[src/hw/rtl/ffha_pkg.sv]
// Shared types, codes and helpers for the first-fit hole allocator.
// No dependencies; every other file of the block imports this package.
`timescale 1ns / 1ps

package ffha_pkg;

    // Field widths: byte addresses and a wider form for unclipped sums
    localparam int AW = 48;
    localparam int WW = 50;

    typedef logic [AW-1:0] addr_t;
    typedef logic [WW-1:0] wide_t;

    // One table entry
    typedef struct packed {
        addr_t start;
        addr_t size;
    } hole_t;

    // Commands broadcast to the row of cells
    typedef logic [2:0] cmd_kind_t;
    localparam cmd_kind_t CMD_NOP    = 3'd0;
    localparam cmd_kind_t CMD_ROTATE = 3'd1;
    localparam cmd_kind_t CMD_WRITE  = 3'd2;
    localparam cmd_kind_t CMD_INSERT = 3'd3;
    localparam cmd_kind_t CMD_REMOVE = 3'd4;

    typedef struct packed {
        cmd_kind_t kind;
        hole_t     hole;
    } cell_cmd_t;

    // Request opcodes
    localparam logic OP_ALLOC = 1'b0;
    localparam logic OP_FREE  = 1'b1;

    // Configuration register indexes
    localparam logic REG_ZONE_BASE   = 1'b0;
    localparam logic REG_ZONE_LENGTH = 1'b1;

    // Result status codes
    typedef logic [1:0] status_t;
    localparam status_t ST_OK       = 2'd0;
    localparam status_t ST_NOFIT    = 2'd1;
    localparam status_t ST_FULL     = 2'd2;
    localparam status_t ST_MISALIGN = 2'd3;

    // Clip a wide size to the largest storable value
    function automatic addr_t sat_addr(input wide_t v);
        addr_t r;
        if (v[WW-1:AW] != '0)
            r = '1;
        else
            r = v[AW-1:0];
        return r;
    endfunction

endpackage

[src/hw/rtl/ffha_cell.sv]
// One table cell: holds a hole and moves it to or from its neighbors.
// Depends on ffha_pkg for the entry and command types.
`timescale 1ns / 1ps

module ffha_cell import ffha_pkg::*; #(
    parameter int IDX = 0,
    parameter int IW  = 7
) (
    input  logic            clk,
    input  logic            rst_n,
    input  cell_cmd_t       cmd,
    input  logic [IW-1:0]   idx,
    input  hole_t           prev_hole,
    input  hole_t           next_hole,
    output hole_t           hole
);

    hole_t         hole_reg;
    hole_t         hole_next;
    logic [IW-1:0] my_idx;

    assign my_idx = IW'(IDX);

    // Select the new content from the broadcast command
    always_comb
    begin
        hole_next = hole_reg;
        case (cmd.kind)
            CMD_ROTATE:
            begin
                hole_next = next_hole;
            end
            CMD_WRITE:
            begin
                if (my_idx == idx)
                    hole_next = cmd.hole;
            end
            CMD_INSERT:
            begin
                if (my_idx == idx)
                    hole_next = cmd.hole;
                else if (my_idx > idx)
                    hole_next = prev_hole;
            end
            CMD_REMOVE:
            begin
                if (my_idx >= idx)
                    hole_next = next_hole;
            end
            default:
            begin
                hole_next = hole_reg;
            end
        endcase
    end

    always_ff @(posedge clk or negedge rst_n)
    begin
        if (!rst_n)
            hole_reg <= '0;
        else
            hole_reg <= hole_next;
    end

    assign hole = hole_reg;

endmodule

[config.mk]
export PLATFORM = sky130hd
export DESIGN_NAME = ffha_cell
export DESIGN_NICKNAME = d
export VERILOG_FILES = /design/src/hw/rtl/ffha_pkg.sv /design/src/hw/rtl/ffha_cell.sv
export SDC_FILE = /design/constraint.sdc
export NUM_CORES = 1
export LEC_CHECK = 0
export BUFFER_PORTS_ARGS = -buffer_cell sky130_fd_sc_hd__buf_4
export CAP_MARGIN = 20
export CORE_AREA = 2 2 153 155
export CTS_BUF_LIST = sky130_fd_sc_hd__clkbuf_2 sky130_fd_sc_hd__clkbuf_4 sky130_fd_sc_hd__clkbuf_8
export DETAILED_ROUTE_END_ITERATION = 10
export DIE_AREA = 0 0 155 157
export SLEW_MARGIN = 20
export SYNTH_ARGS = -nofsm -noshare
export SYNTH_HDL_FRONTEND = slang
export SYNTH_SLANG_ARGS = --single-unit
[constraint.sdc]
create_clock -name clk -period 1.8 [get_ports clk]
set_input_delay 0.27 -clock clk [delete_from_list [all_inputs] [get_ports clk]]
set_output_delay 0.27 -clock clk [all_outputs]
set_load 0.005 [all_outputs]
== Yosys cells after proc, flatten, opt, wreduce, memory -nomap -nowiden ==
Cells that the tools add are included.
Widths: inputs -> output; s select.

* Flip-flop bits (word level): 96
* Input port bits: 300
* Output and inout bits: 96
* Logic and storage cells: 19

* Order comparisons: 2
* Equal/unequal tests: 7
* Muxes and demuxes: 5
* Reduce and logical (&&, ||, !) cells: 3

{| class="wikitable"
|+ Operator list
! operator !! number
|-
| $mux 96 || 4
|-
| $pmux 96 s4 || 1
|-
| $ge 1x7->1 const A || 1
|-
| $gt 1x7->1 const A || 1
|-
| $logic_not 7->1 || 1
|-
| $eq 3x2->1 const B || 2
|-
| $ne 2x2->1 const B || 2
|-
| $reduce_and 4->1 || 1
|-
| $reduce_bool 4->1 || 1
|-
| $eq 3x1->1 const B || 1
|-
| $eq 3x3->1 const B || 1
|-
| $ne 3x3->1 const B || 1
|}

== Logic depth before layout (Yosys ltp) ==
Gate-level depths: netlist (run 1).

* Depth in word-level cells: 4
* Depth in mapped cells: 8
* Depth with buffers taken out: 4

== Least setup slack after synthesis (run 1) ==
Ideal clock, no wire load.

* Kind: in2reg
* Start: input port idx[3]
* End: register hole_reg (netlist bit hole[15])
* Library setup time: 0.125 ns
* Arrival: 1.896 ns
* Path slack: -0.221 ns
* Stages: 8
* Path through: or4_4 > buf_6 > a211oi_2 > a21o_1 > buf_4 > buf_8 > buf_12 > mux2_4

* Cells in the longest elaborated chain, start to end: 3

{| class="wikitable"
|+ RTL lines
! what !! RTL line !! RTL
|-
| start: declaration || ffha_cell.sv:12 || <nowiki>input logic [IW-1:0] idx,</nowiki>
|-
| $gt 1x7->1 (tied with other cells) || ffha_cell.sv:42 || <nowiki>else if (my_idx > idx)</nowiki>
|-
| $ne 3x3->1 (no line) (tied with other cells) || -- ||
|-
| $reduce_and 4->1 (no line) / $pmux 96 s4 (equally long branches) || -- ||
|-
| end signal: assignment || ffha_cell.sv:62 || <nowiki>hole_reg <= hole_next;</nowiki>
|-
| end: declaration || ffha_cell.sv:18 || <nowiki>hole_t hole_reg;</nowiki>
|}

Several ways; a longest one is shown, not always the timed one.
A chain may end at the register's enable or synchronous reset.

== Worst setup path after layout (run 1) ==
* Start: input port idx[3]
* End: register hole_reg (netlist bit hole[57])

Same word-level chain as after synthesis.

==> flow_metrics.py, run 1 <==
metrics = {
    "critical_path": {
        "slowest_delay_ns": 0.57,
        "worst_path_dominant_cell_family": "simple AND/OR/NAND/NOR gates",
        "rr_endpoint": "hole[33]",
        "timing.critical_path.to_type": "register",
        "worst-setup-path-type": "in2reg",
        "reg2reg_from": "hole[33]",
        "required_worst_endpoint_ns": 2.06,
        "worstRegToRegCells": 1,
        "cp_slowest_cell": "or4_4",
        "worst-endpoint-arrival_ns": 1.98,
        "cp_cell_sequence": "buf_4, or4_4, a211oi_2, a21o_4, buf_12, mux2_2",
        "regToRegSetupSlack_ns": 0.98,
        "worst-path-buf-inv": 2,
        "path_max_fanout": 44,
        "critical_path_start_type": "primary input",
    },
    "grt": {
        "grt_pass1_vias": 7041,
        "globalRoute.totalOverflow": 0,
        "grt_pass1_wl_mm": 38.8,
        "grt_max_degree": 97,
        "antenna_found_initial": 0,
        "grt_use_total_pct": 20.3,
    },
    "floorplanning": {
        "std_cell_rows": 55,
        "fp.dieH_um": 157,
        "fp.coreArea_um2": 22500,
        "fp.dieW_um": 155,
        "io-pin-count": 396,
        "start_util_pct": 28.7,
        "die_area_um2": 24300,
    },
    "placed_design": {
        "buffer_ports.inserted": 395,
        "preCtsSetupSlack_ns": -0.300,
        "place.detailed.instances": 1314,
        "gpl.final_weighted_congestion": 0.830,
        "detailed_place_hpwl_mm": 18.8,
    },
    "layout": {
        "antenna_diode_instance_count": 0,
        "finish.cell_count_without_fillers": 1331,
        "num-nets-final": 1341,
        "flip_flop_count_of_the_largest_register_all_copies_and_words_added": 96,
        "area_delta_synth_final_pct": 57.2,
        "layout.cells.most_common": "buf_4",
        "fill_cells": 2217,
        "share_of_post_route_cells_with_drive_strength_above_1_pct": 53.9,
        "final_cell_mix": "buf_4, nand2_1, o2111ai_1, o211ai_1, dfrtp_1",
    },
    "synthesis": {
        "asyncSetResetFlopFracSynth_pct": 100,
        "number_of_enable_flip_flop_cells_after_synthesis": 0,
        "synth_flop_type": "dfrtp_1",
        "post_synth_mux_area_share_pct": 19.1,
        "synth.distinct_cells": 21,
        "syn-num-nets": 972,
        "post_synthesis_compound_gate_area_fraction_pct": 24.6,
        "synthXorXnorAreaFrac_pct": 0,
        "yosysSeqAreaShare_pct": 37.2,
        "post_synth_and_or_nand_nor_area_fraction_pct": 11.8,
        "synthAdderAreaFrac_pct": 0,
        "yosysWarnings": 0,
        "synthCells": 672,
        "post_synthesis_sequential_element_count": 96,
        "avgSynthCellArea_um2": 9.60,
        "post_synthesis_cell_area_um2": 6450,
        "synth_top_family_by_area": "compound AO/OA/AOI/OAI gates",
    },
    "clock_tree": {
        "worst_skew_pair.late_latency_ns": 0.36,
        "tritoncts": "yes",
        "clock_sink_count": 96,
        "max-clock-path-buffers": 2,
        "cts-root-buf": "clkbuf_8",
        "cts_made_buffers": 9,
        "htreeDepth": 3,
        "clkSlewWorstSetupHoldPaths_ns": 0.11,
        "postCtsSetupRepairBufs": 0,
    },
    "timing": {
        "timing_worst_slew_pin_value_ns": 0.541,
        "min_period_ns": 1.72,
        "finClkSkew_ns": 0,
        "final.period_utilization_pct": 95.6,
        "fin_ws_ns": 0.0788,
        "max_slew_margin_pct": 63.9,
        "drv_slew": 0,
        "worst_hold_slack_ns": 0.206,
        "hold_violations_final": 0,
        "max_clock_freq_mhz": 581,
        "timing.final.setup_violations": 0,
        "unrepaired_setup_endpoints_after_global_routing": "no",
        "setup-tns-final_ns": 0,
    },
    "status": {
        "result_of_the_run": "completed",
    },
    "route": {
        "route.detailed.drc": 0,
        "drt_iter0_drc": 319,
        "drt_pre_antenna_iters": 4,
        "drt.antenna.violating_nets": 0,
        "vias": 6973,
        "drt-vias-per-instance": 5.24,
        "route.final.wire_length_mm": 25.6,
        "wl_per_instance_um": 19.2,
    },
    "power": {
        "cellLeakagePower_uw": 0.00461,
        "power.ir.vdd_worst_mv": 0.309,
        "post-layout-total-power_uw": 7210,
        "power_density_nw_per_um2": 711,
    },
    "min_path": {
        "timing.hold.worst.class": "in2async",
    },
    "job": {
        "max_cap_viol_count": 0,
    },
}
-- area by class of cell --
type / instances / area (um^2) / area share [%]
clock inverter: 4 / 53.8 / 0.531
timing repair buffer: 445 / 3560 / 35.1
tap: 285 / 357 / 3.52
clock buffer: 12 / 153 / 1.51
multi-input combinational: 489 / 3620 / 35.7
sequential: 96 / 2400 / 23.7
-- Yosys cell counts (4+ instances only) --
master / count / area [um^2]
mux2_4: 40 / 601
o2111ai_1: 96 / 841
mux2_2: 56 / 631
nand2_1: 192 / 721
buf_12: 4 / 80.1
clkbuf_1: 64 / 240
buf_6: 6 / 67.6
o211ai_1: 96 / 721
buf_2: 11 / 55.1
dfrtp_1: 96 / 2400
-- metal layers --
metal	track usage, %	part of all wire, %
met1	25.9	42
met4	6.00	2.0
met3	4.85	8.1
met5	0	0
met2	34.1	47
-- per-stage QoR --
step | util [%] | area (um^2)
after global routing | 45.1 | 10100
after global placement | 44.1 | 9920
after floorplan | - | 6460
after CTS | 45.1 | 10100
after detailed placement | 44.1 | 9920
final | 45.1 | 10100
-- where the power goes --
part	internal [uW]	switching, uW
clock network	717	834
registers	2640	285
logic	1720	1010
total	5080	2130
-- timing repair --
action	CTS	global route
gates resized for setup	0	0
endpoints found under the hold margin	96	0
hold buffers	1	0
-- how the worst max path moves through the flow --
stage	startpoint	end	slack [ns]	cells past startpoint
floorplan	idx[3]	hole[15]	-0.15	8
global placement	idx[3]	hole[25]	-0.31	7
detailed placement	idx[3]	hole[57]	-0.30	6
CTS	idx[3]	hole[25]	0.11	7
global route	idx[3]	hole[73]	0.05	7
finish	idx[3]	hole[57]	0.08	6
-- cell families (layout without fill, tap and decap cells) --
group                  Yosys count  after routing
AO/OA/AOI/OAI                  195            195
buffers and inverters           87            461
flip-flops                      96             96
multiplexers                    96             96
AND/OR/NAND/NOR                198            198
Note: power is estimated with default switching activity, not from simulation.
==> run 2: changes to the inputs <==
--- a/config.mk
+++ b/config.mk
@@ -11,6 +11,7 @@
 export CTS_BUF_LIST = sky130_fd_sc_hd__clkbuf_2 sky130_fd_sc_hd__clkbuf_4 sky130_fd_sc_hd__clkbuf_8
 export DETAILED_ROUTE_END_ITERATION = 10
 export DIE_AREA = 0 0 155 157
+export PLACE_DENSITY = 0.58
 export SLEW_MARGIN = 20
 export SYNTH_ARGS = -nofsm -noshare
 export SYNTH_HDL_FRONTEND = slang
==> flow_metrics.py, run 2 (synthesis results as in run 1) <==
metrics = {
    "min_path": {
        "hold_path_startpoint": "next_hole[40]",
        "timing.hold.worst.class": "in2reg",
        "hold-path-endpoint": "hole[40]",
        "holdPathStages": 4,
    },
    "route": {
        "drt_pre_antenna_iters": 4,
        "drt-vias-per-instance": 5.17,
        "route.final.wire_length_mm": 25.5,
        "drt_iter0_drc": 439,
        "route.detailed.drc": 0,
        "drt.antenna.violating_nets": 0,
        "vias": 6886,
        "wl_per_instance_um": 19.2,
    },
    "power": {
        "internal-power_uw": 5010,
        "fraction_of_power_consumed_by_the_clock_network_pct": 21.0,
        "comb_power_share_pct": 38.0,
        "power.ir.vdd_worst_mv": 0.334,
        "power_density_nw_per_um2": 707,
        "power.switching_uw": 2150,
        "cellLeakagePower_uw": 0.00460,
        "seqPwrFrac_pct": 41.0,
        "net_sw_share_pct": 30.0,
    },
    "grt": {
        "globalRoute.totalOverflow": 0,
        "grt_pass1_vias": 7004,
        "antenna_found_initial": 0,
        "grt_max_degree": 97,
        "grt_pass1_wl_mm": 38.9,
        "grt_use_total_pct": 20.2,
    },
    "critical_path": {
        "critical_path_start_type": "primary input",
        "worst-endpoint-arrival_ns": 1.99,
        "required_worst_endpoint_ns": 2.05,
        "worst-setup-path-type": "in2reg",
        "startpoint": "idx[3]",
        "reg2reg_from": "hole[59]",
        "timing.critical_path.to_type": "register",
        "path_max_fanout": 46,
        "rr_endpoint": "hole[59]",
        "regToRegSetupSlack_ns": 1.01,
        "worstRegToRegCells": 1,
    },
    "clock_tree": {
        "max-clock-path-buffers": 2,
        "clkSlewWorstSetupHoldPaths_ns": 0.12,
        "postCtsSetupRepairBufs": 0,
        "htreeDepth": 3,
        "cts-root-buf": "clkbuf_8",
        "cts_made_buffers": 9,
        "tritoncts": "yes",
        "worst_skew_pair.late_latency_ns": 0.36,
        "post_cts_resized": 0,
        "cts.hold.buffers_added": 1,
        "clock_sink_count": 96,
    },
    "timing": {
        "timing_worst_slew_pin_value_ns": 1.06,
        "final.period_utilization_pct": 96.5,
        "min_period_ns": 1.74,
        "max_clock_freq_mhz": 576,
        "max_slew_margin_pct": 29.0,
        "unrepaired_setup_endpoints_after_global_routing": "no",
        "drv_slew": 0,
        "timing.final.setup_violations": 0,
        "worst_hold_slack_ns": 0.231,
        "finClkSkew_ns": 0,
        "hold_violations_final": 0,
    },
    "layout": {
        "layout.cells.most_common": "buf_4",
        "flip_flop_count_of_the_largest_register_all_copies_and_words_added": 96,
        "final_cell_mix": "buf_4, nand2_1, o2111ai_1, o211ai_1, dfrtp_1",
        "num-nets-final": 1341,
        "fin_util_pct": 45.0,
        "share_of_post_route_cells_with_drive_strength_above_1_pct": 53.9,
        "area_delta_synth_final_pct": 57.0,
        "antenna_diode_instance_count": 0,
    },
    "floorplanning": {
        "fp.dieW_um": 155,
        "io-pin-count": 396,
        "start_util_pct": 28.7,
        "fp.coreArea_um2": 22500,
        "fp.dieH_um": 157,
        "die_area_um2": 24300,
        "std_cell_rows": 55,
    },
    "job": {
        "max_cap_viol_count": 0,
    },
    "status": {
        "result_of_the_run": "completed",
    },
    "placed_design": {
        "buffer_ports.inserted": 395,
        "detailed_place_hpwl_mm": 18.4,
        "gpl.final_weighted_congestion": 0.779,
    },
}
-- run 2: changes by cell type in the layout (fill, tap and decap cells not counted) --
| cell | previous run | this run |
|---|---|---|
| clkinvlp_4 | 2 | 1 |
| clkbuf_8 | 10 | 9 |
| inv_6 | 0 | 2 |
| clkinv_2 | 0 | 3 |
| clkbuf_4 | 2 | 0 |
| clkinv_4 | 1 | 0 |
-- run 2: worst max path at each step --
stage	to	slack, ns	cells past startpoint
global route	hole[63]	0.05	6
finish	hole[60]	0.06	6
CTS	hole[74]	0.12	6
floorplan	hole[15]	-0.15	8
detailed placement	hole[64]	-0.31	6
global placement	hole[45]	-0.30	7
-- run 2: layout make-up --
class                      count  area, um^2
timing repair buffer         445        3560
multi-input combinational    489        3620
sequential                    96        2400
clock buffer                   9         124
tap                          285         357
fill                        2185       12400
clock inverter                 7        70.1
-- run 2: routing by layer --
layer | up-vias | GRT usage [%] | part of all wire [%]
li1 | 3275 | - | -
met1 | 3242 | 25.9 | 41
met2 | 338 | 33.6 | 48
met3 | 31 | 5.62 | 9.0
met4 | 0 | 5.42 | 2.1
met5 | - | 0 | 0
-- run 2: through the flow --
stage / TNS [ns] / instance area, um^2 / total power (uW) / instances / setup slack (ns)
final: 0 / 10100 / 7160 / 1331 / 0.0630
after global routing: 0 / 10100 / 7600 / 1331 / 0.0455
after global placement: -25.29 / 9920 / 5690 / 1314 / -0.297
after floorplan: -13.20 / 6460 / 4010 / 672 / -0.154
after detailed placement: -26.41 / 9920 / 5710 / 1314 / -0.311
after CTS: 0 / 10100 / 7260 / 1331 / 0.118
-- run 2: power by group through the flow --
stage | combinational [uW] | sequential [uW] | clock, uW
after floorplan | 1040 | 2970 | 0
after global placement | 2730 | 2960 | 0
after detailed placement | 2750 | 2960 | 0
final | 2720 | 2930 | 1500
after CTS | 2760 | 2930 | 1570
after global routing | 2930 | 3000 | 1670
-- run 2: critical path, stage by stage --
cell	delay, ns
buf_4	0.11
or4_4	0.58
a211oi_2	0.20
a21o_4	0.15
buf_12	0.27
mux2_2	0.37
==> run 3: changes to the inputs <==
==> config.mk (replaced) <==
export PLATFORM = sky130hd
export DESIGN_NAME = ffha_cell
export DESIGN_NICKNAME = d
export VERILOG_FILES = /design/src/hw/rtl/ffha_pkg.sv /design/src/hw/rtl/ffha_cell.sv
export SDC_FILE = /design/constraint.sdc
export NUM_CORES = 1
export LEC_CHECK = 0
export CAP_MARGIN = 20
export CORE_AREA = 2 2 155 157
export CTS_BUF_LIST = sky130_fd_sc_hd__clkbuf_2 sky130_fd_sc_hd__clkbuf_4 sky130_fd_sc_hd__clkbuf_8
export DETAILED_ROUTE_END_ITERATION = 10
export DIE_AREA = 0 0 157 159
export DONT_BUFFER_PORTS = 1
export PLACE_DENSITY = 0.42
export SLEW_MARGIN = 20
export SYNTH_ARGS = -nofsm -noshare
export SYNTH_HDL_FRONTEND = slang
export SYNTH_SLANG_ARGS = --single-unit
==> flow_metrics.py, run 3 (synthesis results as in run 1) <==
metrics = {
    "route": {
        "route.detailed.drc": 0,
        "vias": 5475,
        "drt-vias-per-instance": 5.73,
        "drt_pre_antenna_iters": 5,
        "wl_per_instance_um": 24.1,
        "drt_iter0_drc": 449,
        "drt.antenna.violating_nets": 0,
        "route.final.wire_length_mm": 23.0,
    },
    "floorplanning": {
        "fp.dieH_um": 159,
        "fp.dieW_um": 157,
        "die_area_um2": 25000,
        "std_cell_rows": 56,
        "io-pin-count": 396,
        "start_util_pct": 27.8,
        "fp.coreArea_um2": 23200,
    },
    "timing": {
        "worst_hold_slack_ns": -0.425,
        "max_slew_margin_pct": 68.5,
        "hold_violations_final": 96,
        "finClkSkew_ns": 0,
        "min_period_ns": 1.61,
        "drv_slew": 0,
        "max_clock_freq_mhz": 621,
        "fin_ws_ns": 0.189,
        "unrepaired_setup_endpoints_after_global_routing": "no",
        "timing.final.setup_violations": 0,
        "final.period_utilization_pct": 89.5,
        "timing_worst_slew_pin_value_ns": 0.472,
    },
    "placed_design": {
        "detailed_place_hpwl_mm": 16.7,
        "buffer_ports.inserted": 0,
        "preCtsSetupSlack_ns": -0.203,
        "gpl.final_weighted_congestion": 0.832,
    },
    "power": {
        "power_density_nw_per_um2": 816,
        "cellLeakagePower_uw": 0.00259,
        "power.ir.vdd_worst_mv": 0.342,
    },
    "clock_tree": {
        "htreeDepth": 3,
        "clock_sink_count": 96,
        "clkSlewWorstSetupHoldPaths_ns": 0.11,
        "max-clock-path-buffers": 2,
        "tritoncts": "yes",
        "worst_skew_pair.late_latency_ns": 0.36,
        "cts-root-buf": "clkbuf_8",
        "cts_made_buffers": 9,
    },
    "layout": {
        "layout.cells.most_common": "nand2_1",
        "area_delta_synth_final_pct": 8.69,
        "final_cell_mix": "nand2_1, o2111ai_1, o211ai_1, dfrtp_1, mux2_2",
        "flip_flop_count_of_the_largest_register_all_copies_and_words_added": 96,
        "share_of_post_route_cells_with_drive_strength_above_1_pct": 24.3,
        "num-nets-final": 930,
    },
    "grt": {
        "antenna_found_initial": 1,
        "globalRoute.totalOverflow": 0,
        "grt_pass1_wl_mm": 34.2,
        "grt_max_degree": 100,
        "grt_pass1_vias": 5745,
        "grt_use_total_pct": 17.6,
    },
    "status": {
        "violations": "negative hold slack",
        "result_of_the_run": "complete, but fails checks",
    },
    "critical_path": {
        "required_worst_endpoint_ns": 2.11,
        "critical_path_start_type": "primary input",
        "worst-endpoint-arrival_ns": 1.92,
        "path_max_fanout": 25,
        "worst-setup-path-type": "in2reg",
        "regToRegSetupSlack_ns": 0.97,
        "startpoint": "idx[3]",
        "reg2reg_from": "hole[60]",
        "timing.critical_path.to_type": "register",
    },
    "job": {
        "max_cap_viol_count": 0,
    },
    "min_path": {
        "timing.hold.worst.class": "in2async",
    },
}
run 3: cell types whose count changed in the layout (fill, tap and decap cells not counted), sizes merged:
cell,delta
buf,-410
bufinv,-1
clkbuf,+2
clkinv,-2
diode,+1
dlygate4sd3,-1
inv,+1
run 3: layout make-up:
cell class / count / area, um^2
clock buffer: 11 / 145
multi-input combinational: 489 / 3620
antenna: 1 / 2.50
tap: 319 / 399
sequential: 96 / 2400
timing repair buffer: 34 / 405
fill: 2432 / 16200
clock inverter: 5 / 38.8
run 3: timing repair:
| item | CTS | global route |
|---|---|---|
| endpoints found under the hold margin | 96 | 96 |
| setup buffers | 0 | 0 |
| endpoints found under the setup margin | 0 | 0 |
| resized for setup | 0 | 0 |
run 3: path summary, 6_finish.rpt:
| path | end | depth (start not counted) |
|---|---|---|
| min | hole[43] | 0 |
| max in group asynchronous | hole[65] | 0 |
| min reg2reg | hole[75] | 1 |
| max reg2reg | hole[60] | 1 |
| min in group clk | hole[4] | 3 |
| max | hole[36] | 6 |
run 3: metal layers:
metal	up-vias	track usage [%]	routed length [um]
li1	2446	-	-
met5	-	0	0
met3	28	5.63	2240
met1	2709	20.4	8820
met4	0	5.75	490
met2	292	30.6	11400
run 3: through the flow:
step / cells / utilization, % / total power, uW / instance area (um^2) / TNS [ns]
2_1_floorplan: 672 / - / 4010 / 6460 / -13.20
6_report: 955 / 30.2 / 5720 / 7010 / 0
3_5_place_dp: 938 / 29.4 / 4380 / 6830 / -13.53
5_1_grt: 955 / 30.2 / 6090 / 7010 / 0
4_1_cts: 954 / 30.2 / 5850 / 7010 / 0
3_3_place_gp: 938 / 29.4 / 4350 / 6830 / -11.51
run 3: critical path, stage by stage:
cell	delay, ns
or4_4	0.56
buf_4	0.21
o21a_4	0.25
buf_4	0.23
o211ai_1	0.23
mux2_4	0.17
run 3: report_power, final:
part | internal, uW | switching, uW
sequential | 2650 | 457
combinational | 712 | 500
clock | 571 | 836
