### src/hw/rtl/ffha_pkg.sv
// Shared types, codes and helpers for the first-fit hole allocator.
// No dependencies; every other file of the block imports this package.
`timescale 1ns / 1ps

package ffha_pkg;

    // Field widths: byte addresses and a wider form for unclipped sums
    localparam int AW = 48;
    localparam int WW = 50;

    typedef logic [AW-1:0] addr_t;
    typedef logic [WW-1:0] wide_t;

    // One table entry
    typedef struct packed {
        addr_t start;
        addr_t size;
    } hole_t;

    // Commands broadcast to the row of cells
    typedef logic [2:0] cmd_kind_t;
    localparam cmd_kind_t CMD_NOP    = 3'd0;
    localparam cmd_kind_t CMD_ROTATE = 3'd1;
    localparam cmd_kind_t CMD_WRITE  = 3'd2;
    localparam cmd_kind_t CMD_INSERT = 3'd3;
    localparam cmd_kind_t CMD_REMOVE = 3'd4;

    typedef struct packed {
        cmd_kind_t kind;
        hole_t     hole;
    } cell_cmd_t;

    // Request opcodes
    localparam logic OP_ALLOC = 1'b0;
    localparam logic OP_FREE  = 1'b1;

    // Configuration register indexes
    localparam logic REG_ZONE_BASE   = 1'b0;
    localparam logic REG_ZONE_LENGTH = 1'b1;

    // Result status codes
    typedef logic [1:0] status_t;
    localparam status_t ST_OK       = 2'd0;
    localparam status_t ST_NOFIT    = 2'd1;
    localparam status_t ST_FULL     = 2'd2;
    localparam status_t ST_MISALIGN = 2'd3;

    // Clip a wide size to the largest storable value
    function automatic addr_t sat_addr(input wide_t v);
        addr_t r;
        if (v[WW-1:AW] != '0)
            r = '1;
        else
            r = v[AW-1:0];
        return r;
    endfunction

endpackage

### src/hw/rtl/ffha_if.sv
// Request and response channel interfaces of the hole allocator.
// Depends on ffha_pkg for the payload types.
`timescale 1ns / 1ps

interface ffha_req_if import ffha_pkg::*; ();
    logic  valid;
    logic  ready;
    logic  op;
    addr_t address;
    addr_t length;

    modport source (output valid, output op, output address, output length, input ready);
    modport sink   (input valid, input op, input address, input length, output ready);
endinterface

interface ffha_rsp_if import ffha_pkg::*; ();
    logic    valid;
    logic    ready;
    addr_t   granted_address;
    status_t status;

    modport source (output valid, output granted_address, output status, input ready);
    modport sink   (input valid, input granted_address, input status, output ready);
endinterface

### src/hw/rtl/ffha_ctrl.sv
// Sequencer of the hole allocator: prepares a request, scans the rotating
// table at cell 0, decides the edit and drives the cell commands.
// Depends on ffha_pkg and the channel interfaces in ffha_if.
`timescale 1ns / 1ps

module ffha_ctrl import ffha_pkg::*; #(
    parameter int MAX_HOLES        = 128,
    parameter int LARGE_PAGE_SHIFT = 21,
    parameter int IW               = 7
) (
    input  logic          clk,
    input  logic          rst_n,
    input  logic          cfg_we,
    input  logic          cfg_index,
    input  addr_t         cfg_data,
    ffha_req_if.sink      req,
    ffha_rsp_if.source    rsp,
    input  hole_t         head,
    output cell_cmd_t     cmd,
    output logic [IW-1:0] cmd_idx
);

    localparam int CW = $clog2(MAX_HOLES + 1);
    localparam logic [CW-1:0] MAX_CNT  = CW'(MAX_HOLES);
    localparam logic [CW-1:0] ONE_CNT  = CW'(1);
    localparam logic [IW-1:0] LAST_IDX = IW'(MAX_HOLES - 1);
    localparam wide_t PMASK   = (WW'(1) << LARGE_PAGE_SHIFT) - WW'(1);
    localparam addr_t PMASK_A = PMASK[AW-1:0];

    localparam logic [3:0] S_IDLE  = 4'd0;
    localparam logic [3:0] S_PREP1 = 4'd1;
    localparam logic [3:0] S_PREP2 = 4'd2;
    localparam logic [3:0] S_PREP3 = 4'd3;
    localparam logic [3:0] S_SCAN  = 4'd4;
    localparam logic [3:0] S_DEC1  = 4'd5;
    localparam logic [3:0] S_DEC2  = 4'd6;
    localparam logic [3:0] S_DEC3  = 4'd7;
    localparam logic [3:0] S_EDIT1 = 4'd8;
    localparam logic [3:0] S_EDIT2 = 4'd9;

    // Control state
    logic [3:0]    state_reg, state_next;
    logic [IW-1:0] scan_reg, scan_next;
    logic [CW-1:0] count_reg, count_next;
    logic          rsp_valid_reg, rsp_valid_next;
    logic          f_found_reg, f_found_next;
    logic          u_found_reg, u_found_next;
    logic          m_found_reg, m_found_next;
    logic          p_found_reg, p_found_next;

    // Payload state
    addr_t         zone_base_reg, zone_base_next;
    addr_t         zone_len_reg, zone_len_next;
    logic          op_reg, op_next;
    addr_t         addr_reg, addr_next;
    addr_t         len_reg, len_next;
    wide_t         size_reg, size_next;
    wide_t         need_reg, need_next;
    wide_t         bn_reg, bn_next;
    wide_t         tail_reg, tail_next;
    logic [IW-1:0] f_idx_reg, f_idx_next;
    addr_t         f_start_reg, f_start_next;
    addr_t         f_size_reg, f_size_next;
    wide_t         f_end_reg, f_end_next;
    logic [IW-1:0] u_idx_reg, u_idx_next;
    addr_t         u_start_reg, u_start_next;
    addr_t         u_size_reg, u_size_next;
    logic [IW-1:0] m_idx_reg, m_idx_next;
    addr_t         m_start_reg, m_start_next;
    addr_t         m_size_reg, m_size_next;
    logic [IW-1:0] p_idx_reg, p_idx_next;
    logic          hok_reg, hok_next;
    logic          split_reg, split_next;
    logic          tfree_reg, tfree_next;
    wide_t         diff_reg, diff_next;
    wide_t         add_reg, add_next;
    cell_cmd_t     ed1_reg, ed1_next;
    logic [IW-1:0] ed1_idx_reg, ed1_idx_next;
    cell_cmd_t     ed2_reg, ed2_next;
    logic [IW-1:0] ed2_idx_reg, ed2_idx_next;
    logic          inc_reg, inc_next;
    logic          dec_reg, dec_next;
    addr_t         grant_reg, grant_next;
    status_t       stat_reg, stat_next;
    addr_t         rsp_addr_reg, rsp_addr_next;
    status_t       rsp_stat_reg, rsp_stat_next;

    // Request-derived values
    addr_t base_a;
    addr_t off_a;
    logic  hint_on;
    wide_t target;

    // Scan of the head cell
    logic  head_valid;
    wide_t head_end;
    logic  is_f;
    logic  mod_f;
    wide_t eff_end;
    addr_t eff_size;
    logic  pos_hit;
    logic  is_m;
    logic  is_p;
    logic  is_u;

    // Decision helpers
    logic          out_free;
    logic          req_fire;
    logic          full;
    logic [IW-1:0] pos;
    addr_t         merged;
    addr_t         ins_size;
    logic [IW-1:0] c_idx;
    addr_t         c_start;
    addr_t         c_size;
    wide_t         c_need;
    cell_cmd_t     f_cut;

    assign base_a   = addr_reg & ~PMASK_A;
    assign off_a    = addr_reg & PMASK_A;
    assign hint_on  = (op_reg == OP_ALLOC) && (addr_reg != '0);
    assign target   = (op_reg == OP_FREE) ? WW'(addr_reg) : tail_reg;
    assign req_fire = req.valid && req.ready;
    assign out_free = !rsp_valid_reg || rsp.ready;

    // Compare the head entry against the request
    assign head_valid = (CW'(scan_reg) < count_reg) && (state_reg == S_SCAN);
    assign head_end   = WW'(head.start) + WW'(head.size);
    assign is_f       = head_valid && !f_found_reg && (WW'(head.size) >= need_reg);
    assign mod_f      = is_f && hint_on;
    assign eff_end    = mod_f ? WW'(base_a) : head_end;
    assign eff_size   = mod_f ? (base_a - head.start) : head.size;
    assign pos_hit    = (scan_reg == '0) ? (WW'(head.start) > target)
                                         : (WW'(head.start) >= target);
    assign is_m       = head_valid && !m_found_reg && (eff_end == target);
    assign is_p       = head_valid && !p_found_reg && pos_hit;
    assign is_u       = head_valid && !u_found_reg && (WW'(head.size) >= size_reg);

    // Edit operands
    assign full     = (count_reg == MAX_CNT);
    assign pos      = p_found_reg ? p_idx_reg : count_reg[IW-1:0];
    assign merged   = sat_addr(WW'(m_size_reg) + add_reg);
    assign ins_size = sat_addr(add_reg);
    assign c_idx    = hok_reg ? f_idx_reg : u_idx_reg;
    assign c_start  = hok_reg ? f_start_reg : u_start_reg;
    assign c_size   = hok_reg ? f_size_reg : u_size_reg;
    assign c_need   = hok_reg ? need_reg : size_reg;
    assign f_cut    = '{kind: CMD_WRITE,
                        hole: '{start: f_start_reg, size: base_a - f_start_reg}};

    // Next-state logic
    always_comb
    begin
        state_next     = state_reg;
        scan_next      = scan_reg;
        count_next     = count_reg;
        rsp_valid_next = rsp_valid_reg;
        f_found_next   = f_found_reg;
        u_found_next   = u_found_reg;
        m_found_next   = m_found_reg;
        p_found_next   = p_found_reg;
        zone_base_next = zone_base_reg;
        zone_len_next  = zone_len_reg;
        op_next        = op_reg;
        addr_next      = addr_reg;
        len_next       = len_reg;
        size_next      = size_reg;
        need_next      = need_reg;
        bn_next        = bn_reg;
        tail_next      = tail_reg;
        f_idx_next     = f_idx_reg;
        f_start_next   = f_start_reg;
        f_size_next    = f_size_reg;
        f_end_next     = f_end_reg;
        u_idx_next     = u_idx_reg;
        u_start_next   = u_start_reg;
        u_size_next    = u_size_reg;
        m_idx_next     = m_idx_reg;
        m_start_next   = m_start_reg;
        m_size_next    = m_size_reg;
        p_idx_next     = p_idx_reg;
        hok_next       = hok_reg;
        split_next     = split_reg;
        tfree_next     = tfree_reg;
        diff_next      = diff_reg;
        add_next       = add_reg;
        ed1_next       = ed1_reg;
        ed1_idx_next   = ed1_idx_reg;
        ed2_next       = ed2_reg;
        ed2_idx_next   = ed2_idx_reg;
        inc_next       = inc_reg;
        dec_next       = dec_reg;
        grant_next     = grant_reg;
        stat_next      = stat_reg;
        rsp_addr_next  = rsp_addr_reg;
        rsp_stat_next  = rsp_stat_reg;

        // Drop the result once it is taken
        if (rsp.valid && rsp.ready)
            rsp_valid_next = 1'b0;

        // Reload the zone and restart the table with one hole
        if (cfg_we)
        begin
            if (cfg_index == REG_ZONE_BASE)
                zone_base_next = cfg_data;
            else
                zone_len_next = cfg_data;
            count_next = ONE_CNT;
        end

        case (state_reg)
            S_IDLE:
            begin
                if (req_fire)
                begin
                    op_next    = req.op;
                    addr_next  = req.address;
                    len_next   = req.length;
                    state_next = S_PREP1;
                end
            end
            S_PREP1:
            begin
                size_next    = (WW'(len_reg) + PMASK) & ~PMASK;
                f_found_next = 1'b0;
                u_found_next = 1'b0;
                m_found_next = 1'b0;
                p_found_next = 1'b0;
                state_next   = S_PREP2;
            end
            S_PREP2:
            begin
                need_next  = size_reg + WW'(off_a);
                state_next = S_PREP3;
            end
            S_PREP3:
            begin
                bn_next    = WW'(base_a) + need_reg;
                tail_next  = (WW'(base_a) + need_reg + PMASK) & ~PMASK;
                scan_next  = '0;
                state_next = S_SCAN;
            end
            S_SCAN:
            begin
                // Record the first match of each search as the table passes by
                if (is_f)
                begin
                    f_found_next = 1'b1;
                    f_idx_next   = scan_reg;
                    f_start_next = head.start;
                    f_size_next  = head.size;
                    f_end_next   = head_end;
                end
                if (is_u)
                begin
                    u_found_next = 1'b1;
                    u_idx_next   = scan_reg;
                    u_start_next = head.start;
                    u_size_next  = head.size;
                end
                if (is_m)
                begin
                    m_found_next = 1'b1;
                    m_idx_next   = scan_reg;
                    m_start_next = head.start;
                    m_size_next  = eff_size;
                end
                if (is_p)
                begin
                    p_found_next = 1'b1;
                    p_idx_next   = scan_reg;
                end
                scan_next = scan_reg + IW'(1);
                if (scan_reg == LAST_IDX)
                    state_next = S_DEC1;
            end
            S_DEC1:
            begin
                hok_next   = hint_on && f_found_reg && (f_start_reg <= base_a)
                             && (f_end_reg >= bn_reg);
                split_next = (f_start_reg != base_a);
                tfree_next = (tail_reg < f_end_reg);
                diff_next  = f_end_reg - tail_reg;
                state_next = S_DEC2;
            end
            S_DEC2:
            begin
                if (op_reg == OP_FREE)
                    add_next = size_reg;
                else
                    add_next = (diff_reg + PMASK) & ~PMASK;
                state_next = S_DEC3;
            end
            S_DEC3:
            begin
                ed1_next     = '{kind: CMD_NOP, hole: '0};
                ed2_next     = '{kind: CMD_NOP, hole: '0};
                ed1_idx_next = '0;
                ed2_idx_next = '0;
                inc_next     = 1'b0;
                dec_next     = 1'b0;
                grant_next   = '0;
                stat_next    = ST_OK;
                if (op_reg == OP_FREE)
                begin
                    if (off_a != '0)
                        stat_next = ST_MISALIGN;
                    else if (m_found_reg)
                    begin
                        ed1_next     = '{kind: CMD_WRITE,
                                         hole: '{start: m_start_reg, size: merged}};
                        ed1_idx_next = m_idx_reg;
                    end
                    else if (full)
                        stat_next = ST_FULL;
                    else
                    begin
                        ed1_next     = '{kind: CMD_INSERT,
                                         hole: '{start: addr_reg, size: ins_size}};
                        ed1_idx_next = pos;
                        inc_next     = 1'b1;
                    end
                end
                else if (hok_reg && split_reg)
                begin
                    // Cut the hole back to the hint and free the tail again
                    grant_next = addr_reg;
                    if (!tfree_reg)
                    begin
                        ed1_next     = f_cut;
                        ed1_idx_next = f_idx_reg;
                    end
                    else if (m_found_reg)
                    begin
                        ed1_next     = f_cut;
                        ed1_idx_next = f_idx_reg;
                        ed2_next     = '{kind: CMD_WRITE,
                                         hole: '{start: m_start_reg, size: merged}};
                        ed2_idx_next = m_idx_reg;
                    end
                    else if (full)
                    begin
                        grant_next = '0;
                        stat_next  = ST_FULL;
                    end
                    else
                    begin
                        ed1_next     = f_cut;
                        ed1_idx_next = f_idx_reg;
                        ed2_next     = '{kind: CMD_INSERT,
                                         hole: '{start: tail_reg[AW-1:0], size: ins_size}};
                        ed2_idx_next = pos;
                        inc_next     = 1'b1;
                    end
                end
                else if (hok_reg || u_found_reg)
                begin
                    // Carve from the front; an emptied hole leaves the table
                    grant_next   = hok_reg ? addr_reg : u_start_reg;
                    ed1_idx_next = c_idx;
                    if (WW'(c_size) == c_need)
                    begin
                        ed1_next = '{kind: CMD_REMOVE, hole: '0};
                        dec_next = 1'b1;
                    end
                    else
                        ed1_next = '{kind: CMD_WRITE,
                                     hole: '{start: c_start + c_need[AW-1:0],
                                             size: c_size - c_need[AW-1:0]}};
                end
                else
                    stat_next = ST_NOFIT;
                state_next = S_EDIT1;
            end
            S_EDIT1:
            begin
                state_next = S_EDIT2;
            end
            S_EDIT2:
            begin
                // Hold until the output register is free
                if (out_free)
                begin
                    if (inc_reg)
                        count_next = count_reg + ONE_CNT;
                    else if (dec_reg)
                        count_next = count_reg - ONE_CNT;
                    rsp_valid_next = 1'b1;
                    rsp_addr_next  = grant_reg;
                    rsp_stat_next  = stat_reg;
                    state_next     = S_IDLE;
                end
            end
            default:
            begin
                state_next = S_IDLE;
            end
        endcase
    end

    // Cell command: a configuration write, a rotation step or an edit
    always_comb
    begin
        cmd     = '{kind: CMD_NOP, hole: '0};
        cmd_idx = '0;
        if (cfg_we)
        begin
            cmd.kind       = CMD_WRITE;
            cmd.hole.start = (cfg_index == REG_ZONE_BASE) ? cfg_data : zone_base_reg;
            cmd.hole.size  = (cfg_index == REG_ZONE_LENGTH) ? cfg_data : zone_len_reg;
        end
        else
        begin
            case (state_reg)
                S_SCAN:
                begin
                    cmd.kind = CMD_ROTATE;
                end
                S_EDIT1:
                begin
                    cmd     = ed1_reg;
                    cmd_idx = ed1_idx_reg;
                end
                S_EDIT2:
                begin
                    if (out_free)
                    begin
                        cmd     = ed2_reg;
                        cmd_idx = ed2_idx_reg;
                    end
                end
                default:
                begin
                    cmd.kind = CMD_NOP;
                end
            endcase
        end
    end

    // Control registers
    always_ff @(posedge clk or negedge rst_n)
    begin
        if (!rst_n)
        begin
            state_reg     <= S_IDLE;
            scan_reg      <= '0;
            count_reg     <= ONE_CNT;
            rsp_valid_reg <= 1'b0;
            f_found_reg   <= 1'b0;
            u_found_reg   <= 1'b0;
            m_found_reg   <= 1'b0;
            p_found_reg   <= 1'b0;
            zone_base_reg <= '0;
            zone_len_reg  <= '0;
        end
        else
        begin
            state_reg     <= state_next;
            scan_reg      <= scan_next;
            count_reg     <= count_next;
            rsp_valid_reg <= rsp_valid_next;
            f_found_reg   <= f_found_next;
            u_found_reg   <= u_found_next;
            m_found_reg   <= m_found_next;
            p_found_reg   <= p_found_next;
            zone_base_reg <= zone_base_next;
            zone_len_reg  <= zone_len_next;
        end
    end

    // Payload registers
    always_ff @(posedge clk)
    begin
        op_reg       <= op_next;
        addr_reg     <= addr_next;
        len_reg      <= len_next;
        size_reg     <= size_next;
        need_reg     <= need_next;
        bn_reg       <= bn_next;
        tail_reg     <= tail_next;
        f_idx_reg    <= f_idx_next;
        f_start_reg  <= f_start_next;
        f_size_reg   <= f_size_next;
        f_end_reg    <= f_end_next;
        u_idx_reg    <= u_idx_next;
        u_start_reg  <= u_start_next;
        u_size_reg   <= u_size_next;
        m_idx_reg    <= m_idx_next;
        m_start_reg  <= m_start_next;
        m_size_reg   <= m_size_next;
        p_idx_reg    <= p_idx_next;
        hok_reg      <= hok_next;
        split_reg    <= split_next;
        tfree_reg    <= tfree_next;
        diff_reg     <= diff_next;
        add_reg      <= add_next;
        ed1_reg      <= ed1_next;
        ed1_idx_reg  <= ed1_idx_next;
        ed2_reg      <= ed2_next;
        ed2_idx_reg  <= ed2_idx_next;
        inc_reg      <= inc_next;
        dec_reg      <= dec_next;
        grant_reg    <= grant_next;
        stat_reg     <= stat_next;
        rsp_addr_reg <= rsp_addr_next;
        rsp_stat_reg <= rsp_stat_next;
    end

    assign req.ready           = (state_reg == S_IDLE);
    assign rsp.valid           = rsp_valid_reg;
    assign rsp.granted_address = rsp_addr_reg;
    assign rsp.status          = rsp_stat_reg;

    // The hole count never exceeds the table
    a_count_range: assert property (@(posedge clk) disable iff (!rst_n)
        count_reg <= MAX_CNT)
        else $error("hole count beyond table size");

    // A full pass of the table always ends the scan
    a_scan_end: assert property (@(posedge clk) disable iff (!rst_n)
        (state_reg == S_SCAN && scan_reg == LAST_IDX && !cfg_we) |=> state_reg == S_DEC1)
        else $error("scan did not end after one pass");

    // The count moves only on a finished request or a configuration write
    a_count_change: assert property (@(posedge clk) disable iff (!rst_n)
        (count_reg != $past(count_reg)) |-> ($past(state_reg) == S_EDIT2 || $past(cfg_we)))
        else $error("hole count changed outside an edit");

    // A table-full result only comes from a full table
    a_full_status: assert property (@(posedge clk) disable iff (!rst_n)
        (state_reg == S_EDIT2 && out_free && stat_reg == ST_FULL) |-> full)
        else $error("table full reported with free entries");

    // A grant is given only with an ok status
    a_grant_ok: assert property (@(posedge clk) disable iff (!rst_n)
        (rsp_valid_reg && rsp_addr_reg != '0) |-> rsp_stat_reg == ST_OK)
        else $error("nonzero grant with failure status");

endmodule

### src/flat_wrapper.sv
// flat-port wrapper written by rule: the top's interface ports become plain ports
module ffha_ctrl_flat import ffha_pkg::*;
#(
    parameter int MAX_HOLES        = 128,
    parameter int LARGE_PAGE_SHIFT = 21,
    parameter int IW               = 7
)
  (clk, rst_n, cfg_we, cfg_index, cfg_data, head, cmd, cmd_idx, req_valid, req_op, req_address, req_length, req_ready, rsp_valid, rsp_granted_address, rsp_status, rsp_ready);
  ffha_req_if req_i ();
  ffha_rsp_if rsp_i ();
  input  logic clk;
  input  logic rst_n;
  input  logic cfg_we;
  input  logic cfg_index;
  input  addr_t cfg_data;
  input  hole_t head;
  output cell_cmd_t cmd;
  output logic [IW-1:0] cmd_idx;
  input wire logic [$bits(req_i.valid)-1:0] req_valid;
  input wire logic [$bits(req_i.op)-1:0] req_op;
  input wire logic [$bits(req_i.address)-1:0] req_address;
  input wire logic [$bits(req_i.length)-1:0] req_length;
  output wire logic [$bits(req_i.ready)-1:0] req_ready;
  output wire logic [$bits(rsp_i.valid)-1:0] rsp_valid;
  output wire logic [$bits(rsp_i.granted_address)-1:0] rsp_granted_address;
  output wire logic [$bits(rsp_i.status)-1:0] rsp_status;
  input wire logic [$bits(rsp_i.ready)-1:0] rsp_ready;
  assign req_i.valid = req_valid;
  assign req_i.op = req_op;
  assign req_i.address = req_address;
  assign req_i.length = req_length;
  assign req_ready = req_i.ready;
  assign rsp_valid = rsp_i.valid;
  assign rsp_granted_address = rsp_i.granted_address;
  assign rsp_status = rsp_i.status;
  assign rsp_i.ready = rsp_ready;
  ffha_ctrl #(.MAX_HOLES(MAX_HOLES), .LARGE_PAGE_SHIFT(LARGE_PAGE_SHIFT), .IW(IW)) u_core (.clk(clk), .rst_n(rst_n), .cfg_we(cfg_we), .cfg_index(cfg_index), .cfg_data(cfg_data), .req(req_i), .rsp(rsp_i), .head(head), .cmd(cmd), .cmd_idx(cmd_idx));
endmodule
### config.mk
export PLATFORM = sky130hd
export DESIGN_NAME = ffha_ctrl_flat
export DESIGN_NICKNAME = d
export VERILOG_FILES = /design/src/hw/rtl/ffha_pkg.sv /design/src/hw/rtl/ffha_if.sv /design/src/hw/rtl/ffha_ctrl.sv /design/src/flat_wrapper.sv
export SDC_FILE = /design/constraint.sdc
export NUM_CORES = 2
export LEC_CHECK = 0
export ABC_AREA = 1
export BUFFER_PORTS_ARGS = -buffer_cell sky130_fd_sc_hd__buf_2
export CELL_PAD_IN_SITES_DETAIL_PLACEMENT = 0
export CELL_PAD_IN_SITES_GLOBAL_PLACEMENT = 1
export CORE_ASPECT_RATIO = 0.9
export CORE_MARGIN = 5
export CORE_UTILIZATION = 30
export CTS_BUF_LIST = sky130_fd_sc_hd__clkbuf_2 sky130_fd_sc_hd__clkbuf_4 sky130_fd_sc_hd__clkbuf_8
export DETAILED_ROUTE_END_ITERATION = 12
export PLACE_DENSITY_LB_ADDON = 0.1
export REMOVE_ABC_BUFFERS = 1
export SYNTH_ARGS = -nofsm -noshare
export SYNTH_HDL_FRONTEND = slang
export SYNTH_SLANG_ARGS = --single-unit
export TNS_END_PERCENT = 50
### constraint.sdc
create_clock -name clk -period 35.3 [get_ports clk]
set_input_delay 1.765 -clock clk [delete_from_list [all_inputs] [get_ports clk]]
set_output_delay 1.765 -clock clk [all_outputs]
set_load 0.02 [all_outputs]
* Yosys cells after proc, flatten, opt, wreduce, memory -nomap -nowiden
Index checks and enable logic that the tools add are counted.
** Word-level totals
- Register bits after elaboration :: 1137
- Bits of input ports :: 247
- Output and inout bits :: 158
** Operators by class
- Bitwise gates (word level) :: 4
- Add/sub/neg operators :: 15
- $lt $le $gt $ge :: 8
- Equality and inequality tests :: 21
- Reduce and logical (&&, ||, !) cells :: 46
- Multiplexer cells :: 83
** Operators with widths (count)
- 2-to-1 mux 99 bit :: 10
- 2-to-1 mux 48 bit :: 13
- 2-to-1 mux 98 bit :: 4
- 2-to-1 mux 50 bit :: 4
- case mux 96 bit (2 select lines) :: 1
- >= comparator 48 x 50 -> 1 bit :: 3
- subtractor 48 bit :: 3
- adder 48 x 50 -> 50 bit :: 2
- adder 50 x 21 -> 50 bit, second input constant :: 2
- nonzero test 48 bit :: 2
- 2-to-1 mux 7 bit :: 13
- adder 50 x 21 -> 50 bit :: 1
- == test 48 x 50 -> 1 bit :: 1
- == test 50 bit :: 1
- >= comparator 50 bit :: 1
- > comparator 48 x 50 -> 1 bit :: 1
- < comparator 50 bit :: 1
- subtractor 50 bit :: 1
- adder 48 x 21 -> 49 bit, second input constant :: 1
- adder 48 x 48 -> 49 bit :: 1
- adder 48 bit :: 1
- <= comparator 48 bit :: 1
- inequality test 48 bit :: 1
- 2-to-1 mux 8 bit :: 5
- 30 further kinds :: 103

* Longest topological paths before layout
- Depth in word-level cells :: 10
- Depth in mapped cells :: 30
- Depth with buffers taken out :: 25

* Worst setup path before layout
OpenSTA, ideal clock, no wires.
- Kind :: reg2reg
- Start point :: register u_core.state_reg[3]
- End point :: register u_core.ed1_idx_reg[0], enable pin
- Path slack :: 22913 ps
- Data arrival time :: 11497 ps
- Period minus slack after synthesis :: 12387 ps
- Setup time :: 890 ps
- Cell stages (with the launch flop) :: 4
- Required time :: 34410 ps
- Cell sequence :: dfrtp_1 nor2_2 inv_1 nor2_1
** Between the ends
- Word-level cells in the longest chain between the ends :: 1
** RTL lines
- start: declaration :: RTL line ffha_ctrl.sv:42 : logic [3:0] state_reg, state_next;
- start signal: assignment :: RTL line ffha_ctrl.sv:459 : state_reg <= state_next;
- == test 4 x 3 -> 1 bit :: RTL line ffha_ctrl.sv:212 : case (state_reg)
- end signal: assignment :: RTL line ffha_ctrl.sv:499 : ed1_idx_reg <= ed1_idx_next;
- end: declaration :: RTL line ffha_ctrl.sv:78 : logic [IW-1:0] ed1_idx_reg, ed1_idx_next;
No other way between the ends.
A chain may end at the register's enable or synchronous reset.

* Final worst setup path
- Start point :: input head[45] (netlist bit)
- End point :: register u_core.m_size_reg[41], enable pin
** Between the ends
- Word-level cells in the longest chain between the ends :: 7
- Elaborated cells between the ends (all ways) :: 8
** RTL lines
- start: declaration :: RTL line flat_wrapper.sv:16 : input hole_t head;
- >= comparator 48 x 50 -> 1 bit :: RTL line ffha_ctrl.sv:129 : assign is_f = head_valid && !f_found_reg && (WW'(head.size) >= need_reg);
- logical AND 1 bit :: RTL line ffha_ctrl.sv:129
- logical AND 1 bit :: RTL line ffha_ctrl.sv:130 : assign mod_f = is_f && hint_on;
- 2-to-1 mux 50 bit (*) :: RTL line ffha_ctrl.sv:131 : assign eff_end = mod_f ? WW'(base_a) : head_end;
- == test 50 bit (*) :: RTL line ffha_ctrl.sv:135 : assign is_m = head_valid && !m_found_reg && (eff_end == target);
- logical AND 1 bit (*) :: RTL line ffha_ctrl.sv:135
- AND reduction 2 bit (no line) (*)
- end signal: assignment :: RTL line ffha_ctrl.sv:491 : m_size_reg <= m_size_next;
- end: declaration :: RTL line ffha_ctrl.sv:70 : addr_t m_size_reg, m_size_next;
Every way passes the cells marked *; elsewhere a longest branch is shown, timed or not.

==> summary.txt <==
Die
  – Starting Density: between 30% and 40%
  – Row Count: 171
  – Chip Height: around 480 um
  – Core area: about 240,000 um^2
  – I/O Pins: 405
  – Die area: 251,100 um^2
  – Die W: ~530 um

Timing
  – Skew final: between 0.07 and 0.08 ns
  – Unrepaired setup endpoints after global routing: false
  – Setup TNS: 0 ns
  – Worst setup margin: 26.61 ns
  – Fin crit share: 24.61%
  – Actual slew at the worst max-slew pin: 1.463 ns
  – Rel. slew slack: under 10%
  – Worst hold margin: roughly 0.42 ns
  – Achievable frequency: approximately 120 MHz
  – Endpoints failing setup: 0
  – Fin crit period: 8.689 ns
  – Fin. max-slew vios: 0
  – Final Hold Fails: 0

Clock tree
  – Hold Buf Count CTS: 0
  – Clk root buf: clkbuf_8
  – CTS Sinks: ~1,100
  – Clock buffer depth: 4
  – H-tree levels: 4
  – Worst skew pair latency: between 1 and 1.5 ns
  – Num CTS Buffers: 219
  – Post-CTS Resized: 0
  – Setup Buffers After CTS: 0
  – Clock transition at path regs: about 0.06 ns
  – CTS tree: yes

Pwr
  – Pint: 0.003097 W
  – Sw Ratio: a little over two fifths
  – Psw: between 0.002 and 0.0025 W
  – Sequential power share: ~34%
  – Pleak: between 30 and 40 nW
  – PD cells: approximately 67 nW/um^2
  – Combinational power share: 40.8%
  – Clock power frac: approximately a quarter
  – VDD IR max: around 0.037 mV
  – Design Power: 0.005523 W

Yosys
  – Count leader, synth: nand2_1
  – Commonest cells post-synth: nand2_1 (1,966), inv_1 (1,096), edfxtp_1 (1,012), o21ai_0 (868), nor2_1 (662)
  – Ys Warns: 0
  – Share of the synthesized area in the top cell type: a little over two fifths
  – Leading post-synthesis cells by cell area: edfxtp_1 (42%), nand2_1 (10%), ha_1 (8.0%), o21ai_0 (6.0%), inv_1 (5.7%)
  – Yosys cell types: 80
  – Sequential share of the synthesized area: between 40 and 50%
  – Synth Register Bits: 1,132
  – Top_reg_cell synth: edfxtp_1
  – Mapped Area: a little over 70,000 um^2
  – Synth area leader: edfxtp_1
  – Number of synthesized flops with an enable pin: between 1,000 and 1,500
  – Async set-reset flop share out of synthesis: a little over a tenth
  – Cells after Synth: around 8,600
  – Syn Area/Cell: ~8.4 um^2

GRT
  – GRT Overall Usage: between 20% and 30%
  – Initial antenna violation count: 78
  – Met1 Use GR: 45.10%
  – Grt ovf: 0
  – First-pass GRT wire length: about 520,000 um
  – Grt met2 use: between 40% and 50%
  – Global Route met3 Usage: 6.300%
  – Number of global-route vias before repair: roughly 64,000
  – Largest net degree at the start of global routing: between 100 and 150
  – Grt peak-use layer: met1

Place
  – IO buf count: 404
  – Final RePlAce weighted congestion: 0.9855
  – DP HPWL: around 310,000 um
  – Post-place setup slack: about 26 ns

Routing
  – DR iter-0 viols: just under 8,000
  – DR WL/cell: 30.77 um
  – Vias/cell: 5.412
  – DR DRC count: 0
  – First-pass DRT Iterations: 6
  – Vias: 67,650
  – Total routed wirelength: ~380,000 um
  – Antenna viol nets, final: 0

Critical path
  – Crit end category: flip-flop
  – Critical Path Start Type: input port
  – WP data required: 35.91 ns
  – Kind of critical path: input port to flip-flop
  – Worst EP arrival: roughly 9.3 ns
  – Crit Path Max Fanout: 58

Layout
  – Max FFs per register: approximately 100
  – Layout cells sized above 1: 11.04%
  – P&R area growth vs syn: 14.71%
  – Final nets: roughly 9,800

Hold path
  – Hold Crit Class: flip-flop to flip-flop

Run
  – # Max-Cap Violations: 0

Outcome
  – Status: finished clean
layer usage:
metal / vias to the layer above / part of all wire, %
met2: 3072 / 40
li1: 30660 / -
met1: 33460 / 48
met4: 14 / 2.9
met3: 437 / 9.0
met5: - / 0.021
cells in the final DEF, fill, tap and decap left out, types with 19 or more instances in the layout:
cell type,Yosys,final
nand3b_1,36,36
o22ai_1,73,73
nand4_1,122,122
a32o_1,38,38
o21bai_1,19,19
o221ai_1,26,26
o21ai_0,868,861
nand2_1,1966,1964
a21boi_0,30,30
nor2_1,662,654
a21o_1,39,39
buf_2,26,401
xor2_1,135,135
clkbuf_4,0,71
a31oi_1,40,40
a22oi_1,106,106
buf_4,0,124
clkinv_2,0,32
ha_1,461,461
nor3_1,84,81
nand3_1,330,328
dfrtp_1,119,118
clkbuf_8,0,228
a211oi_1,20,20
nor4_1,69,68
or2_2,26,26
clkinv_1,4,48
edfxtp_1,1012,1012
diode_2,0,26
a21oi_1,607,605
o21ai_1,53,60
xnor2_1,78,78
o211ai_1,22,22
inv_1,1096,1090
o21a_1,31,31
per-stage QoR:
stage,area (um^2),utilization (%),instances
CTS,82920,34.45,12470
finish,82980,34.48,12500
detailed placement,78450,32.59,12070
floorplan,71300,-,8344
global placement,78450,32.59,12070
global route,82940,34.46,12480
power groups by stage:
stage / registers, W / logic, W / clock network (W)
after global placement: 0.00190 / 0.00221 / 0
after floorplan: 0.00190 / 0.00125 / 0
final: 0.00189 / 0.00225 / 0.00139
after CTS: 0.00188 / 0.00221 / 0.00143
after global routing: 0.00190 / 0.00241 / 0.00148
after detailed placement: 0.00191 / 0.00220 / 0
worst max-delay path, cell delays in order:
cell and delay (ns):
buf_2 0.18, ha_1 0.34, nand4_1 0.31, nor4_1 0.64, nand2_1 0.15, nand3_2 0.11
buf_4 0.44, nand3_4 0.65, buf_4 0.57, buf_4 0.43, nand3_1 0.20, nand2_1 0.06
nor2_1 0.21, nand2_1 0.08, nor2_1 0.13, nand2_1 0.08, nor2_1 0.40, nand3_1 0.20
nor2_4 0.84, buf_4 0.65, buf_4 0.66
final timing paths:
path | from | to | slack, ns | depth (start not counted)
max | head[45] | u_core.m_size_reg[41] | 26.61 | 21
min reg2reg | u_core.grant_reg[27] | u_core.rsp.granted_address[27] | 0.42 | 0
min | u_core.grant_reg[27] | u_core.rsp.granted_address[27] | 0.42 | 0
max in group asynchronous | rst_n | u_core.state_reg[3] | 32.76 | 3
min in group asynchronous | rst_n | u_core.zone_base_reg[11] | 0.64 | 1
max reg2reg | u_core.addr_reg[11] | u_core.m_size_reg[41] | 27.01 | 22
cell type report:
class	instances	area (um^2)
Clock inverter	101	797.0
Fill cell	25390	157700
Multi-Input combinational cell	6097	33840
Sequential cell	1132	33400
Antenna cell	26	65.06
Clock buffer	299	3671
Timing Repair Buffer	529	3000
Tap cell	3200	4004
Inverter	1115	4209
logic make-up after synthesis:
| family | count (synthesis) | synth area share [%] |
|---|---|---|
| flops | 1132 | 46.16 |
| simple gates | 3372 | 19.58 |
| xor+xnor | 227 | 2.956 |
| buf+inv | 1375 | 7.233 |
| mux | 5 | 0.06918 |
| fa+ha+maj | 467 | 8.139 |
| compound gates | 2026 | 15.86 |
(Power assumes the default switching activity.)
